File: src/hdl/bba_pkg.sv
`default_nettype none

package bba_pkg;

  // Default depth of the block tree below the root.
  localparam int unsigned LevelsDef = 10;

  // Fixed field widths.
  localparam int unsigned OffW  = 40;
  localparam int unsigned SizeW = 41;
  localparam int unsigned CfgW  = 6;
  localparam int unsigned StatW = 2;
  // A rounded request is at most size + alignment - 1, which needs one more bit; two are kept.
  localparam int unsigned RealW = SizeW + 2;

  localparam logic [CfgW-1:0] PoolLog2Min = 6'd10;
  localparam logic [CfgW-1:0] PoolLog2Max = 6'd40;
  localparam logic [CfgW-1:0] PoolLog2Rst = 6'd20;

  typedef enum logic [1:0] {
    NODE_UNUSED = 2'd0,
    NODE_FREE   = 2'd1,
    NODE_ALLOC  = 2'd2,
    NODE_SPLIT  = 2'd3
  } node_e;

  typedef enum logic [StatW-1:0] {
    RES_OK       = 2'd0,
    RES_NO_SPACE = 2'd1,
    RES_BAD_FREE = 2'd2
  } res_e;

  typedef enum logic [4:0] {
    CMD_NOP,
    CMD_CLR_STEP,
    CMD_LOAD,
    CMD_REM_START,
    CMD_ROUND,
    CMD_K_INC,
    CMD_SET_D,
    CMD_RD_SCAN,
    CMD_SCAN_INC,
    CMD_NEXT_DEPTH,
    CMD_HIT,
    CMD_WR_SPLIT,
    CMD_WR_LEFT,
    CMD_WR_RIGHT,
    CMD_WR_ALLOC,
    CMD_FAIL_ALLOC,
    CMD_F_INIT,
    CMD_RD_NODE,
    CMD_DESCEND,
    CMD_WR_FREED,
    CMD_RD_BUDDY,
    CMD_WR_NODE_UNUSED,
    CMD_WR_BUDDY_UNUSED,
    CMD_WR_PARENT,
    CMD_FAIL_FREE,
    CMD_OK_FREE,
    CMD_PUSH
  } cmd_e;

  typedef enum logic [4:0] {
    S_CLEAR,
    S_IDLE,
    S_DISPATCH,
    S_REM_START,
    S_REM_WAIT,
    S_LOG,
    S_SCAN_RD,
    S_SCAN_CHK,
    S_SPLIT0,
    S_SPLIT1,
    S_SPLIT2,
    S_ALLOC,
    S_F_INIT,
    S_F_RD,
    S_F_CHK,
    S_M_TOP,
    S_M_CHK,
    S_M_W1,
    S_M_W2,
    S_PUSH
  } state_e;

  typedef struct packed {
    cmd_e cmd;
    logic req_ready;
  } dp_ctrl_t;

  typedef struct packed {
    logic cfg_we;
    logic req_valid;
    logic op_free;
    logic rem_busy;
    logic k_step;
    logic k_fail;
    logic rd_free;
    logic rd_split;
    logic rd_alloc;
    logic scan_last;
    logic dd_zero;
    logic dd_eq_d;
    logic dd_next_eq_d;
    logic dd_lt_depth;
    logic off_oob;
    logic off_match;
    logic node_root;
    logic clr_last;
    logic out_busy;
  } dp_status_t;

endpackage

`default_nettype wire

File: src/hdl/bba_ctrl.sv
`default_nettype none

module bba_ctrl (
  input  logic                clk_i,
  input  logic                rst_ni,
  input  bba_pkg::dp_status_t status_i,
  output bba_pkg::dp_ctrl_t   ctrl_o
);
  import bba_pkg::*;

  state_e state_q, state_d;

  always_comb begin
    state_d = state_q;
    unique case (state_q)
      S_CLEAR:     if (status_i.clr_last) state_d = S_IDLE;
      S_IDLE:      if (status_i.req_valid && !status_i.cfg_we) state_d = S_DISPATCH;
      S_DISPATCH:  state_d = status_i.op_free ? S_F_INIT : S_REM_START;
      S_REM_START: state_d = S_REM_WAIT;
      S_REM_WAIT:  if (!status_i.rem_busy) state_d = S_LOG;
      S_LOG: begin
        priority if (status_i.k_step) state_d = S_LOG;
        else if (status_i.k_fail) state_d = S_PUSH;
        else state_d = S_SCAN_RD;
      end
      S_SCAN_RD:   state_d = S_SCAN_CHK;
      S_SCAN_CHK: begin
        priority if (status_i.rd_free) state_d = status_i.dd_eq_d ? S_ALLOC : S_SPLIT0;
        else if (status_i.scan_last && status_i.dd_zero) state_d = S_PUSH;
        else state_d = S_SCAN_RD;
      end
      S_SPLIT0:    state_d = S_SPLIT1;
      S_SPLIT1:    state_d = S_SPLIT2;
      S_SPLIT2:    state_d = status_i.dd_next_eq_d ? S_ALLOC : S_SPLIT0;
      S_ALLOC:     state_d = S_PUSH;
      S_F_INIT:    state_d = status_i.off_oob ? S_PUSH : S_F_RD;
      S_F_RD:      state_d = S_F_CHK;
      S_F_CHK: begin
        priority if (status_i.rd_split && status_i.dd_lt_depth) state_d = S_F_RD;
        else if (status_i.rd_alloc && status_i.off_match) state_d = S_M_TOP;
        else state_d = S_PUSH;
      end
      S_M_TOP:     state_d = status_i.node_root ? S_PUSH : S_M_CHK;
      S_M_CHK:     state_d = status_i.rd_free ? S_M_W1 : S_PUSH;
      S_M_W1:      state_d = S_M_W2;
      S_M_W2:      state_d = S_M_TOP;
      S_PUSH:      if (!status_i.out_busy) state_d = S_IDLE;
      default:     state_d = S_CLEAR;
    endcase
    if (status_i.cfg_we) begin
      state_d = S_CLEAR;
    end
  end

  always_comb begin
    ctrl_o.cmd       = CMD_NOP;
    ctrl_o.req_ready = 1'b0;
    unique case (state_q)
      S_CLEAR: ctrl_o.cmd = CMD_CLR_STEP;
      S_IDLE: begin
        ctrl_o.req_ready = !status_i.cfg_we;
        if (status_i.req_valid && !status_i.cfg_we) ctrl_o.cmd = CMD_LOAD;
      end
      S_REM_START: ctrl_o.cmd = CMD_REM_START;
      S_REM_WAIT:  if (!status_i.rem_busy) ctrl_o.cmd = CMD_ROUND;
      S_LOG: begin
        priority if (status_i.k_step) ctrl_o.cmd = CMD_K_INC;
        else if (status_i.k_fail) ctrl_o.cmd = CMD_FAIL_ALLOC;
        else ctrl_o.cmd = CMD_SET_D;
      end
      S_SCAN_RD: ctrl_o.cmd = CMD_RD_SCAN;
      S_SCAN_CHK: begin
        priority if (status_i.rd_free) ctrl_o.cmd = CMD_HIT;
        else if (status_i.scan_last && status_i.dd_zero) ctrl_o.cmd = CMD_FAIL_ALLOC;
        else if (status_i.scan_last) ctrl_o.cmd = CMD_NEXT_DEPTH;
        else ctrl_o.cmd = CMD_SCAN_INC;
      end
      S_SPLIT0: ctrl_o.cmd = CMD_WR_SPLIT;
      S_SPLIT1: ctrl_o.cmd = CMD_WR_LEFT;
      S_SPLIT2: ctrl_o.cmd = CMD_WR_RIGHT;
      S_ALLOC:  ctrl_o.cmd = CMD_WR_ALLOC;
      S_F_INIT: ctrl_o.cmd = status_i.off_oob ? CMD_FAIL_FREE : CMD_F_INIT;
      S_F_RD:   ctrl_o.cmd = CMD_RD_NODE;
      S_F_CHK: begin
        priority if (status_i.rd_split && status_i.dd_lt_depth) ctrl_o.cmd = CMD_DESCEND;
        else if (status_i.rd_alloc && status_i.off_match) ctrl_o.cmd = CMD_WR_FREED;
        else ctrl_o.cmd = CMD_FAIL_FREE;
      end
      S_M_TOP: ctrl_o.cmd = status_i.node_root ? CMD_OK_FREE : CMD_RD_BUDDY;
      S_M_CHK: ctrl_o.cmd = status_i.rd_free ? CMD_WR_NODE_UNUSED : CMD_OK_FREE;
      S_M_W1:  ctrl_o.cmd = CMD_WR_BUDDY_UNUSED;
      S_M_W2:  ctrl_o.cmd = CMD_WR_PARENT;
      S_PUSH:  if (!status_i.out_busy) ctrl_o.cmd = CMD_PUSH;
      default: ctrl_o.cmd = CMD_NOP;
    endcase
  end

  always_ff @(posedge clk_i or negedge rst_ni) begin
    if (!rst_ni) begin
      state_q <= S_CLEAR;
    end else begin
      state_q <= state_d;
    end
  end

endmodule

`default_nettype wire

File: config.mk
export PLATFORM = sky130hd
export DESIGN_NAME = bba_ctrl
export DESIGN_NICKNAME = d
export VERILOG_FILES = /design/src/hdl/bba_pkg.sv /design/src/hdl/bba_ctrl.sv
export SDC_FILE = /design/constraint.sdc
export NUM_CORES = 1
export LEC_CHECK = 0
export BUFFER_PORTS_ARGS = -buffer_cell sky130_fd_sc_hd__buf_2
export CAP_MARGIN = 20
export CORE_MARGIN = 2
export CORE_UTILIZATION = 51
export CTS_CLUSTER_SIZE = 28
export DETAILED_ROUTE_END_ITERATION = 8
export PLACE_DENSITY = 0.82
export SYNTH_ARGS = -nofsm -noshare
export SYNTH_HDL_FRONTEND = slang
export SYNTH_SLANG_ARGS = --single-unit
File: constraint.sdc
create_clock -name clk_i -period 1.9 [get_ports clk_i]
set_input_delay 0.19 -clock clk_i [delete_from_list [all_inputs] [get_ports clk_i]]
set_output_delay 0.19 -clock clk_i [all_outputs]
set_load 0.05 [all_outputs]
# == After elaboration in Yosys (flattened, before gate mapping) ==
# Index checks and enable logic that the tools add are counted.
# W data, S select, Z words.
# word_totals
register_bits,5
inputBits,21
out_inout_bits,6
elab_cells,64
# classes
eq_ne,23
muxes,33
n_reduce_logical,7
# ops
cell,count
$pmux W5 S20,1
$pmux W5 S19,1
$mux W5,13
$eq A5 B4 Y1 const B,8
$mux W4,8
$eq A5 B3 Y1 const B,4
$eq A5 B5 Y1 const B,4
$ne A3 B3 Y1 const B,4
$eq A5 B2 Y1 const B,2
$mux W2,5
$mux W3,3
$eq A5 B1 Y1 const B,1
$logic_not A5 Y1,1
$logic_and A1 B1 Y1,4
$reduce_and A4 Y1,1
$mux W1,2
$logic_not A1 Y1,1

# == Longest topological paths before layout ==
# Gate-level depths: netlist of run 1.
# logic_depth
ltp_word,5
ltp_mapped,7
mapped_depth_nobuf,5

# == Least setup slack after synthesis of run 1 ==
# No wires, ideal clock.
# synth_path
path_kind,reg2out
start,register state_q[1]
end,output ctrl_o[2] (netlist bit)
arrival_time_ps,3221
required_time_ps,1710
slack_ps,-1511
stages_incl_launch_ff,6
cell_sequence,dfrtp_1 > buf_4 > nand2b_1 > nor4_1 > a2111oi_0 > o21ai_0
# synth_lines
item,line_no,text
start: declaration,bba_ctrl.sv:11,"state_e state_q, state_d;"
start signal: assignment,bba_ctrl.sv:102,state_q <= state_d;
end: declaration,bba_ctrl.sv:7,output bba_pkg::dp_ctrl_t ctrl_o

==> results of run 1 <==
## logic make-up after synthesis
family	Yosys count	synth area share [%]
AND/OR/NAND/NOR	59	35.1
buffers and inverters	19	10.8
AO/OA/AOI/OAI	50	39.0
multiplexers	1	1.12
flip-flops	5	14.0
## worst max-delay path: stages (launching register included)
cell and delay (ns):
dfrtp_2 0.47, nor3b_4 0.29, nand2_1 0.19, nor2_1 0.25, nand3_1 0.19, nand2_1 0.16
buf_6 0.17
## cell type report
class                           count  area share (%)
Clock buffer                        4            1.70
Inverter                            7            1.70
Multi-Input combinational cell    110            54.6
Sequential cell                     5            8.48
Tap cell                           17            1.37
Timing Repair Buffer               69            32.1
## through the flow
stage                     util [%]  instance area (µm²)
after global routing          91.7                 1550
after detailed placement      70.4                 1190
after global placement        70.4                 1190
final                         91.7                 1550
after floorplan                  -                  913
after CTS                     84.7                 1430
## cells in the mapped netlist (3+ instances only)
cell,count
nor3_1,4
o21ai_0,6
clkbuf_1,3
nand2_1,15
a31oi_1,5
nor4_1,4
nand3_1,5
nand2b_1,3
dfrtp_1,5
a2111oi_0,3
nor2b_1,3
inv_1,7
nand4_1,3
nor2_1,10
buf_4,3
a21oi_1,13
buf_2,5
## routing by layer
layer	up-vias	wire (µm)	track usage, %
li1	630	-	-
met1	664	1780	52.4
met2	189	2120	65.8
met3	73	811	13.1
met4	0	475	25.7
met5	-	0	0
## timing repair
item	4_1_cts	5_1_grt
endpoints found under the hold margin	5	0
resized for setup	32	18
buffers inserted	14	4
cloned	0	0
hold buffers	1	0
pin swaps	3	9
endpoints found under the setup margin	4	8
## power groups by stage
stage / registers, mW / clock network, mW / logic (mW)
2_1_floorplan: 0.136 / 0 / 0.651
3_3_place_gp: 0.159 / 0 / 0.937
5_1_grt: 0.179 / 0.151 / 1.41
3_5_place_dp: 0.162 / 0 / 0.929
6_report: 0.177 / 0.145 / 1.37
4_1_cts: 0.173 / 0.134 / 1.17
## final timing paths
path	from	cells past startpoint	end	slack [ns]
hold / removal	status_i[18]	2	state_q[4]	0.27
setup reg to reg	state_q[4]	6	state_q[1]	-0.01
max in group asynchronous	rst_ni	2	state_q[3]	1.42
setup / recovery	state_q[4]	6	ctrl_o[3]	-0.28
hold reg to reg	state_q[4]	3	state_q[1]	0.92
min in group asynchronous	rst_ni	2	state_q[1]	0.30
==> impl_metrics.tcl, run 1 <==
set metrics [dict create \
    max_freq_ghz 0.458 \
    ys.flop_type "dfrtp_1" \
    antenna_found_initial 1 \
    p_leak_nw 0.664 \
    hold_ws_ns 0.268 \
    end_kind "output port" \
    yosys-top-cells-area "dfrtp_1 14%, a21oi_1 7.3%, nand2_1 6.3%" \
    powerDensity_mw_per_mm2 1090 \
    violations "setup timing" \
    setup-tns-final_ns -0.909 \
    pwr-share-comb_pct 80.9 \
    syn_inst 134 \
    async_flop_share_pct 100 \
    cellInternalPower_mw 0.816 \
    layout-drive-gt1-share_pct 52.8 \
    h-tree-depth 1 \
    setup_viol 5 \
    drv_cap 0 \
    min_path_type "input port to flip-flop" \
    first_iter_violations 195 \
    ys_types 43 \
    vias 1556 \
    period_share_pct 115 \
    switching_share_pct 51.7 \
    hold_viol 0 \
    regArea_um2 131 \
    yosysTopAreaCell "dfrtp_1" \
    dp_hpwl_um 2540 \
    fin_cells 212 \
    relSlewSlack_pct 71.0 \
    crit_fanout 6 \
    nFillCells 63 \
    ys_ff_latch 5 \
    place_congestion 1.01 \
    yosysSeqAreaShare_pct 14.0 \
    pre_cts_slack_ns -0.0132 \
    cts_tree "yes" \
    syn_to_final_growth_pct 73.1 \
    layout_min_cycle_time_ns 2.18 \
    start_util_pct 53.0 \
    clock_latency_ns 0.27 \
    layout_setup_ws_ns -0.283 \
    grt_max_degree 13 \
    cts_root_buf "clkbuf_4" \
    drc 0 \
    finClkSkew_ns 0.0161 \
    fp.dieW_um 45.9 \
    cts.sinks 5 \
    grt_pass1_vias 1296 \
    critical_path_class "flip-flop to output port" \
    ir_drop_uv 944 \
    outcome "finished with violations" \
    die_area_mm2 0.00210 \
    yosysTopAreaCellShare_pct 14.0 \
    nets 217 \
    grt_pass1_wl_um 6250 \
    netlist_area_um2 895 \
    totalPowerFinal_mw 1.69 \
    overflow 0 \
    power_frac_seq_pct 10.5 \
    syn-num-nets 155 \
    largest_reg_flops 5 \
    synth_area_per_cell_um2 6.68 \
    core.rowCount 15 \
    reg_top3 "state_q: 5 flops" \
    core_mm2 0.00169 \
    vias_per_cell 7.34 \
    mostFrequentLayoutCells "37 x buf_4, 21 x buf_2, 15 x nand2_1, 11 x a21oi_1, 10 x nor2_1" \
    synth_edf_count 0 \
    clk_pin_slew_ns 0.06 \
    p_clk_share_pct 8.6 \
    rsz0062_at_grt "yes" \
    wl_per_cell_um 24.5 \
    ios 27 \
    firstDrtPassIters 7 \
    diodes 0 \
    grtUsageTotal_pct 43.1 \
    ant_nets 0 \
    port_buffers 26 \
    cts_buffers 3 \
    critPathArrivalTime_ns 1.99 \
    required_ns 1.71 \
    clk_path_buf_depth 2 \
    regMostFlops "state_q" \
    drt_wl_total_um 5190 \
    start_kind "flip-flop" \
    dieHeight_um 45.9 \
    ys_warn_count 0 \
    final_common_cell "buf_4" \
    multi_input_area_um2 846 \
    worst_pin_slew_ns 0.424 \
    p_sw_mw 0.874 \
    drv_slew 0 \
    placed_cells 191 \
]
Note: power is estimated with default switching activity, not from simulation.
==> run 2: changes to the inputs <==
- BUFFER_PORTS_ARGS: -buffer_cell sky130_fd_sc_hd__buf_2 -> default
- CORE_UTILIZATION: 51 -> 62
- DONT_BUFFER_PORTS: default -> 1
- PLACE_DENSITY: 0.82 -> 0.81
==> impl_metrics.tcl, run 2 <==
set metrics [dict create \
    outcome "aborted with a tool error" \
    lastStage "clock tree synthesis (4_1_cts)" \
    error "[ERROR DPL-0033] detailed placement checks failed during check placement." \
    dieHeight_um 42.0 \
    ios 27 \
    async_flop_share_pct 100 \
    ys_warn_count 0 \
    clk_path_buf_depth 2 \
    postCtsHoldBufs 2 \
    h-tree-depth 1 \
    pre_cts_slack_ns -0.00922 \
    ys_ff_latch 5 \
    yosysSeqAreaShare_pct 14.0 \
    cts_root_buf "clkbuf_4" \
    syn-num-nets 155 \
    netlist_area_um2 895 \
    syn_inst 134 \
    start_util_pct 67.9 \
    synth_area_per_cell_um2 6.68 \
    cts.sinks 5 \
    port_buffers 0 \
    dp_hpwl_um 2560 \
    synth.most_common_cell "nand2_1" \
    core.rowCount 13 \
    ys.flop_type "dfrtp_1" \
    synth_edf_count 0 \
    cts_buffers 3 \
    ys_types 43 \
    fp.dieW_um 42.0 \
    yosysTopAreaCellShare_pct 14.0 \
    place_congestion 1.03 \
    cts_resized 25 \
    ys_top_cells_by_count "15 x nand2_1, 13 x a21oi_1, 10 x nor2_1" \
    post_cts_buffers 5 \
    yosys-top-cells-area "dfrtp_1 14%, a21oi_1 7.3%, nand2_1 6.3%" \
    yosysTopAreaCell "dfrtp_1" \
]
run 2: cell counts after synthesis:
Identical to the previous run, type by type.
run 2: cell families after synthesis:
| kind of cell | count (synthesis) | synth area share [%] |
|---|---|---|
| and+or+nand+nor | 59 | 35.1 |
| muxes | 1 | 1.12 |
| DFF | 5 | 14.0 |
| buffers and inverters | 19 | 10.8 |
| AOI/OAI and AO/OA | 50 | 39.0 |
run 2: through the flow:
stage | TNS, ns | cell area, µm² | hold slack (ns) | instances
after detailed placement | -0.00922 | 1140 | -0.105 | 169
after global placement | 0 | 1140 | -0.106 | 169
after floorplan | -0.306 | 913 | -0.106 | 134
==> run 3: changes to the inputs <==
- CORE_AREA: default -> 2 2 63 65
- CORE_MARGIN: 2 -> default
- CORE_UTILIZATION: 62 -> default
- CTS_CLUSTER_SIZE: 28 -> default
- DIE_AREA: default -> 0 0 65 67
- PLACE_DENSITY: 0.81 -> default
- PLACE_DENSITY_LB_ADDON: default -> 0.15
==> impl_metrics.tcl, run 3 (same netlist as run 1, synthesis figures left out) <==
set metrics [dict create \
    core_mm2 0.00361 \
    diodes 0 \
    first_iter_violations 76 \
    crit_fanout 6 \
    ff2ff_path_depth 10 \
    nFillCells 358 \
    wl_per_cell_um 17.1 \
    grt_max_degree 12 \
    p_sw_mw 0.710 \
    regMostFlops "state_q" \
    required_ns 1.71 \
    cts.sinks 5 \
    port_buffers 0 \
    grtUsageTotal_pct 17.7 \
    rsz0062_at_grt "yes" \
    end_kind "output port" \
    drv_slew 0 \
    powerDensity_mw_per_mm2 1040 \
    setup-tns-final_ns -0.401 \
    p_leak_nw 0.618 \
    vias 1279 \
    die_area_mm2 0.00436 \
    final_common_cell "buf_4" \
    critical_path_class "flip-flop to output port" \
    crit_path_end "ctrl_o[4]" \
    p_clk_share_pct 12.3 \
    fp.dieW_um 65 \
    rrSetupSlack_ns 0.04 \
    power_frac_seq_pct 11.1 \
    layout_min_cycle_time_ns 2.06 \
    cts_tree "yes" \
    setup_viol 4 \
    grt_pass1_wl_um 5930 \
    cts_root_buf "clkbuf_8" \
    finalInstanceArea_mm2 0.00153 \
    syn_to_final_growth_pct 71.3 \
    nets 202 \
    place_congestion 0.941 \
    dp_hpwl_um 2960 \
    vias_per_cell 5.61 \
    grt_pass1_vias 1231 \
    dieHeight_um 67 \
    cellInternalPower_mw 0.880 \
    critPathArrivalTime_ns 1.87 \
    max_freq_ghz 0.485 \
    drt_wl_total_um 3910 \
    reg_top3 "state_q: 5 flops" \
    crit_top_cell "buf_4" \
    dpl_cell_area_mm2 0.00128 \
    drc 0 \
    r2r-end "state_q[2]" \
    totalPowerFinal_mw 1.59 \
    cp-startpoint "state_q[0]" \
    finClkSkew_ns 0.00218 \
    largest_reg_flops 5 \
    worst_pin_slew_ns 0.469 \
    h-tree-depth 1 \
    start_kind "flip-flop" \
    mostFrequentLayoutCells "45 x buf_4, 14 x nand2_1, 13 x a21oi_1, 9 x nor2_1, 7 x inv_1" \
    clk_pin_slew_ns 0.04 \
    clock_latency_ns 0.22 \
    firstDrtPassIters 4 \
    overflow 0 \
    path_cells "buf_4, nor2_1, buf_4, nand4_1, o311a_1, o211ai_1, buf_12" \
    core.rowCount 22 \
    violations "setup timing" \
    utilization_pct 42.5 \
    pwr-share-comb_pct 76.6 \
    cts_buffers 3 \
    antenna_found_initial 0 \
    layout-drive-gt1-share_pct 47.2 \
    critPathMaxStageDelay_ns 0.44 \
    relSlewSlack_pct 68.3 \
    ir_drop_uv 501 \
    outcome "finished with violations" \
    min_path_type "input port to flip-flop" \
    layout_setup_ws_ns -0.160 \
    slowest_stage "dfrtp_2" \
    reg2reg_from "state_q[1]" \
    period_share_pct 108 \
    clk_path_buf_depth 2 \
    drv_cap 0 \
    hold_viol 0 \
    start_util_pct 24.8 \
    ant_nets 0 \
    switching_share_pct 44.6 \
    ios 27 \
]
-- run 3: worst min path at each step --
| stage | startpoint | end | slack, ns | cells after the start |
|---|---|---|---|---|
| after floorplan | rst_ni | state_q[0] | -0.11 | 0 |
| after global placement | rst_ni | state_q[1] | -0.11 | 0 |
| after detailed placement | rst_ni | state_q[2] | -0.11 | 0 |
| after CTS | status_i[18] | state_q[4] | 0.04 | 1 |
| after global routing | status_i[18] | state_q[4] | 0.04 | 1 |
| final | status_i[18] | state_q[4] | 0.04 | 1 |
-- run 3: critical path: cells and delay by family, from the launching register on --
kind                   cells  cell delay, ns
flip-flops                 1            0.44
buffers and inverters      3            0.50
AO/OA/AOI/OAI              2            0.37
AND/OR/NAND/NOR            2            0.33
-- run 3: timing repair --
action	4_1_cts	5_1_grt
buffers inserted	5	8
hold buffers	1	0
gates resized for setup	10	17
pin swaps	3	9
setup endpoints to repair	4	7
hold endpoints to repair	5	0
-- run 3: area by class of cell --
cell class	count	area [µm²]	area share (%)
clock buffer	4	45.0	2.94
timing repair buffer	54	490	32.0
sequential	5	131	8.57
multi-input combinational	110	779	50.9
inverter	7	26.3	1.71
tap	48	60.1	3.92
-- run 3: per-stage QoR --
| step | worst slack [ns] | std cells | hold WS [ns] |
|---|---|---|---|
| after global placement | -0.0361 | 210 | -0.105 |
| after floorplan | -0.208 | 134 | -0.106 |
| final | -0.160 | 228 | 0.0424 |
| after global routing | -0.230 | 228 | 0.0373 |
| after CTS | -0.164 | 220 | 0.0417 |
| after detailed placement | 0.0432 | 210 | -0.105 |
-- run 3: power by group through the flow --
stage	registers, mW	clock network (mW)	logic [mW]
detailed placement	0.169	0	1.06
global route	0.178	0.209	1.28
CTS	0.175	0.198	1.11
floorplan	0.136	0	0.651
finish	0.177	0.195	1.22
global placement	0.169	0	1.08
-- run 3: layer usage --
metal	vias to the layer above	wire, µm	track usage (%)
li1	600	-	-
met4	0	59	5.05
met1	609	1650	22.5
met5	-	0	0
met3	6	344	3.38
met2	64	1860	30.4
==> run 4: changes to the inputs <==
- CTS_CLUSTER_DIAMETER: default -> 150
- SETUP_SLACK_MARGIN: default -> 0.4
==> impl_metrics.tcl, run 4 (same netlist as run 1, synthesis figures left out) <==
set metrics [dict create \
    h-tree-depth 1 \
    relSlewSlack_pct 71.0 \
    dpl_cell_area_mm2 0.00121 \
    rrSetupSlack_ns -0.08 \
    final_common_cell "buf_4" \
    grt_pass1_wl_um 6330 \
    place_congestion 0.931 \
    violations "setup timing" \
    r2r-end "state_q[2]" \
    min_from "status_i[18]" \
    reg_top3 "state_q: 5 flops" \
    required_ns 2.00 \
    wl_per_cell_um 20.5 \
    rsz0062_at_grt "yes" \
    cts_buffers 3 \
    diodes 0 \
    dieHeight_um 67 \
    firstDrtPassIters 4 \
    dp_hpwl_um 2870 \
    vias 1357 \
    layout_setup_ws_ns -0.0810 \
    nFillCells 308 \
    core_mm2 0.00361 \
    ff2ff_path_depth 9 \
    drt_wl_total_um 4740 \
    grtUsageTotal_pct 19.5 \
    clock_latency_ns 0.24 \
    outcome "finished with violations" \
    first_iter_violations 78 \
    drc 0 \
    port_buffers 0 \
    ir_drop_uv 419 \
    max_freq_ghz 0.505 \
    finClkSkew_ns 0.00974 \
    start_util_pct 24.8 \
    syn_to_final_growth_pct 105 \
    drv_slew 0 \
    grt_max_degree 20 \
    clk_pin_slew_ns 0.04 \
    cts_tree "yes" \
    drv_cap 0 \
    utilization_pct 51.0 \
    holdPathEnd "state_q[4]" \
    min_path_type "input port to flip-flop" \
    die_area_mm2 0.00436 \
    period_share_pct 104 \
    vias_per_cell 5.87 \
    critical_path_class "flip-flop to flip-flop" \
    largest_reg_flops 5 \
    ios 27 \
    mostFrequentLayoutCells "39 x buf_4, 12 x buf_6, 11 x nand2_1, 11 x a21oi_1, 8 x nor2_1" \
    core.rowCount 22 \
    grt_pass1_vias 1285 \
    start_kind "flip-flop" \
    cts_root_buf "clkbuf_8" \
    critPathArrivalTime_ns 2.08 \
    overflow 0 \
    worst_pin_slew_ns 0.435 \
    fp.dieW_um 65 \
    nets 205 \
    p_leak_nw 0.680 \
    regMostFlops "state_q" \
    antenna_found_initial 0 \
    min_path_cells 1 \
    ant_nets 0 \
    layout-drive-gt1-share_pct 61.2 \
    layout_min_cycle_time_ns 1.98 \
    hold_viol 0 \
    crit_fanout 6 \
    end_kind "flip-flop" \
    setup_viol 6 \
    finalInstanceArea_mm2 0.00184 \
    powerDensity_mw_per_mm2 1040 \
    clk_path_buf_depth 2 \
    reg2reg_from "state_q[0]" \
    cts.sinks 5 \
]
run 4: report_power, final:
group | internal [mW] | total [mW] | switching [mW] | leakage (nW)
logic | 0.729 | 1.50 | 0.775 | 0.597
clock network | 0.145 | 0.212 | 0.0670 | 0.0228
registers | 0.134 | 0.189 | 0.0558 | 0.0605
run 4: worst max-delay path, cell delays in order, from the launching register on:
cell	delay, ns
dfrtp_2	0.47
buf_6	0.16
buf_6	0.11
buf_6	0.10
buf_6	0.12
inv_4	0.05
a2111oi_4	0.05
or3_4	0.43
a211oi_4	0.23
o32ai_2	0.11
run 4: routing by layer:
metal | vias to the layer above | routed length (µm) | global-route usage, %
met5 | - | 0 | 0
met4 | 0 | 250 | 13.0
met3 | 27 | 401 | 3.72
met2 | 81 | 2460 | 34.5
met1 | 640 | 1630 | 20.9
li1 | 609 | - | -
run 4: area by class of cell:
cell class / count / area (µm²) / share of cell area [%]
clock buffer: 4 / 45.0 / 2.45
inverter: 7 / 45.0 / 2.45
multi-input combinational: 110 / 1020 / 55.7
sequential: 5 / 131 / 7.15
tap: 48 / 60.1 / 3.27
timing repair buffer: 57 / 533 / 29.0
run 4: through the flow:
step | setup WS, ns | instances | hold slack (ns) | setup TNS, ns | total power [mW]
after floorplan | -0.0572 | 134 | -0.106 | -0.0623 | 0.901
after global placement | 0.0780 | 196 | -0.105 | 0 | 1.11
after detailed placement | 0.107 | 196 | -0.105 | 0 | 1.09
after CTS | -0.0537 | 211 | 0.0242 | -0.109 | 1.57
after global routing | -0.176 | 231 | 0.00191 | -0.719 | 1.98
final | -0.0810 | 231 | 0.0133 | -0.359 | 1.91
run 4: how the worst max path moves through the flow:
| stage | from | end | slack [ns] |
|---|---|---|---|
| 3_5_place_dp | state_q[0] | state_q[1] | 0.11 |
| 5_1_grt | state_q[3] | ctrl_o[4] | -0.18 |
| 3_3_place_gp | state_q[0] | state_q[0] | 0.08 |
| 4_1_cts | state_q[1] | ctrl_o[4] | -0.05 |
| 6_report | state_q[0] | state_q[2] | -0.08 |
| 2_1_floorplan | state_q[1] | ctrl_o[2] | -0.06 |
run 4: what timing repair did:
action	CTS	global route
endpoints found under the hold margin	5	0
endpoints found under the setup margin	11	11
gates resized for setup	44	36
pin swaps	8	16
gates cloned	0	0
hold buffers	1	0
buffers inserted	10	20
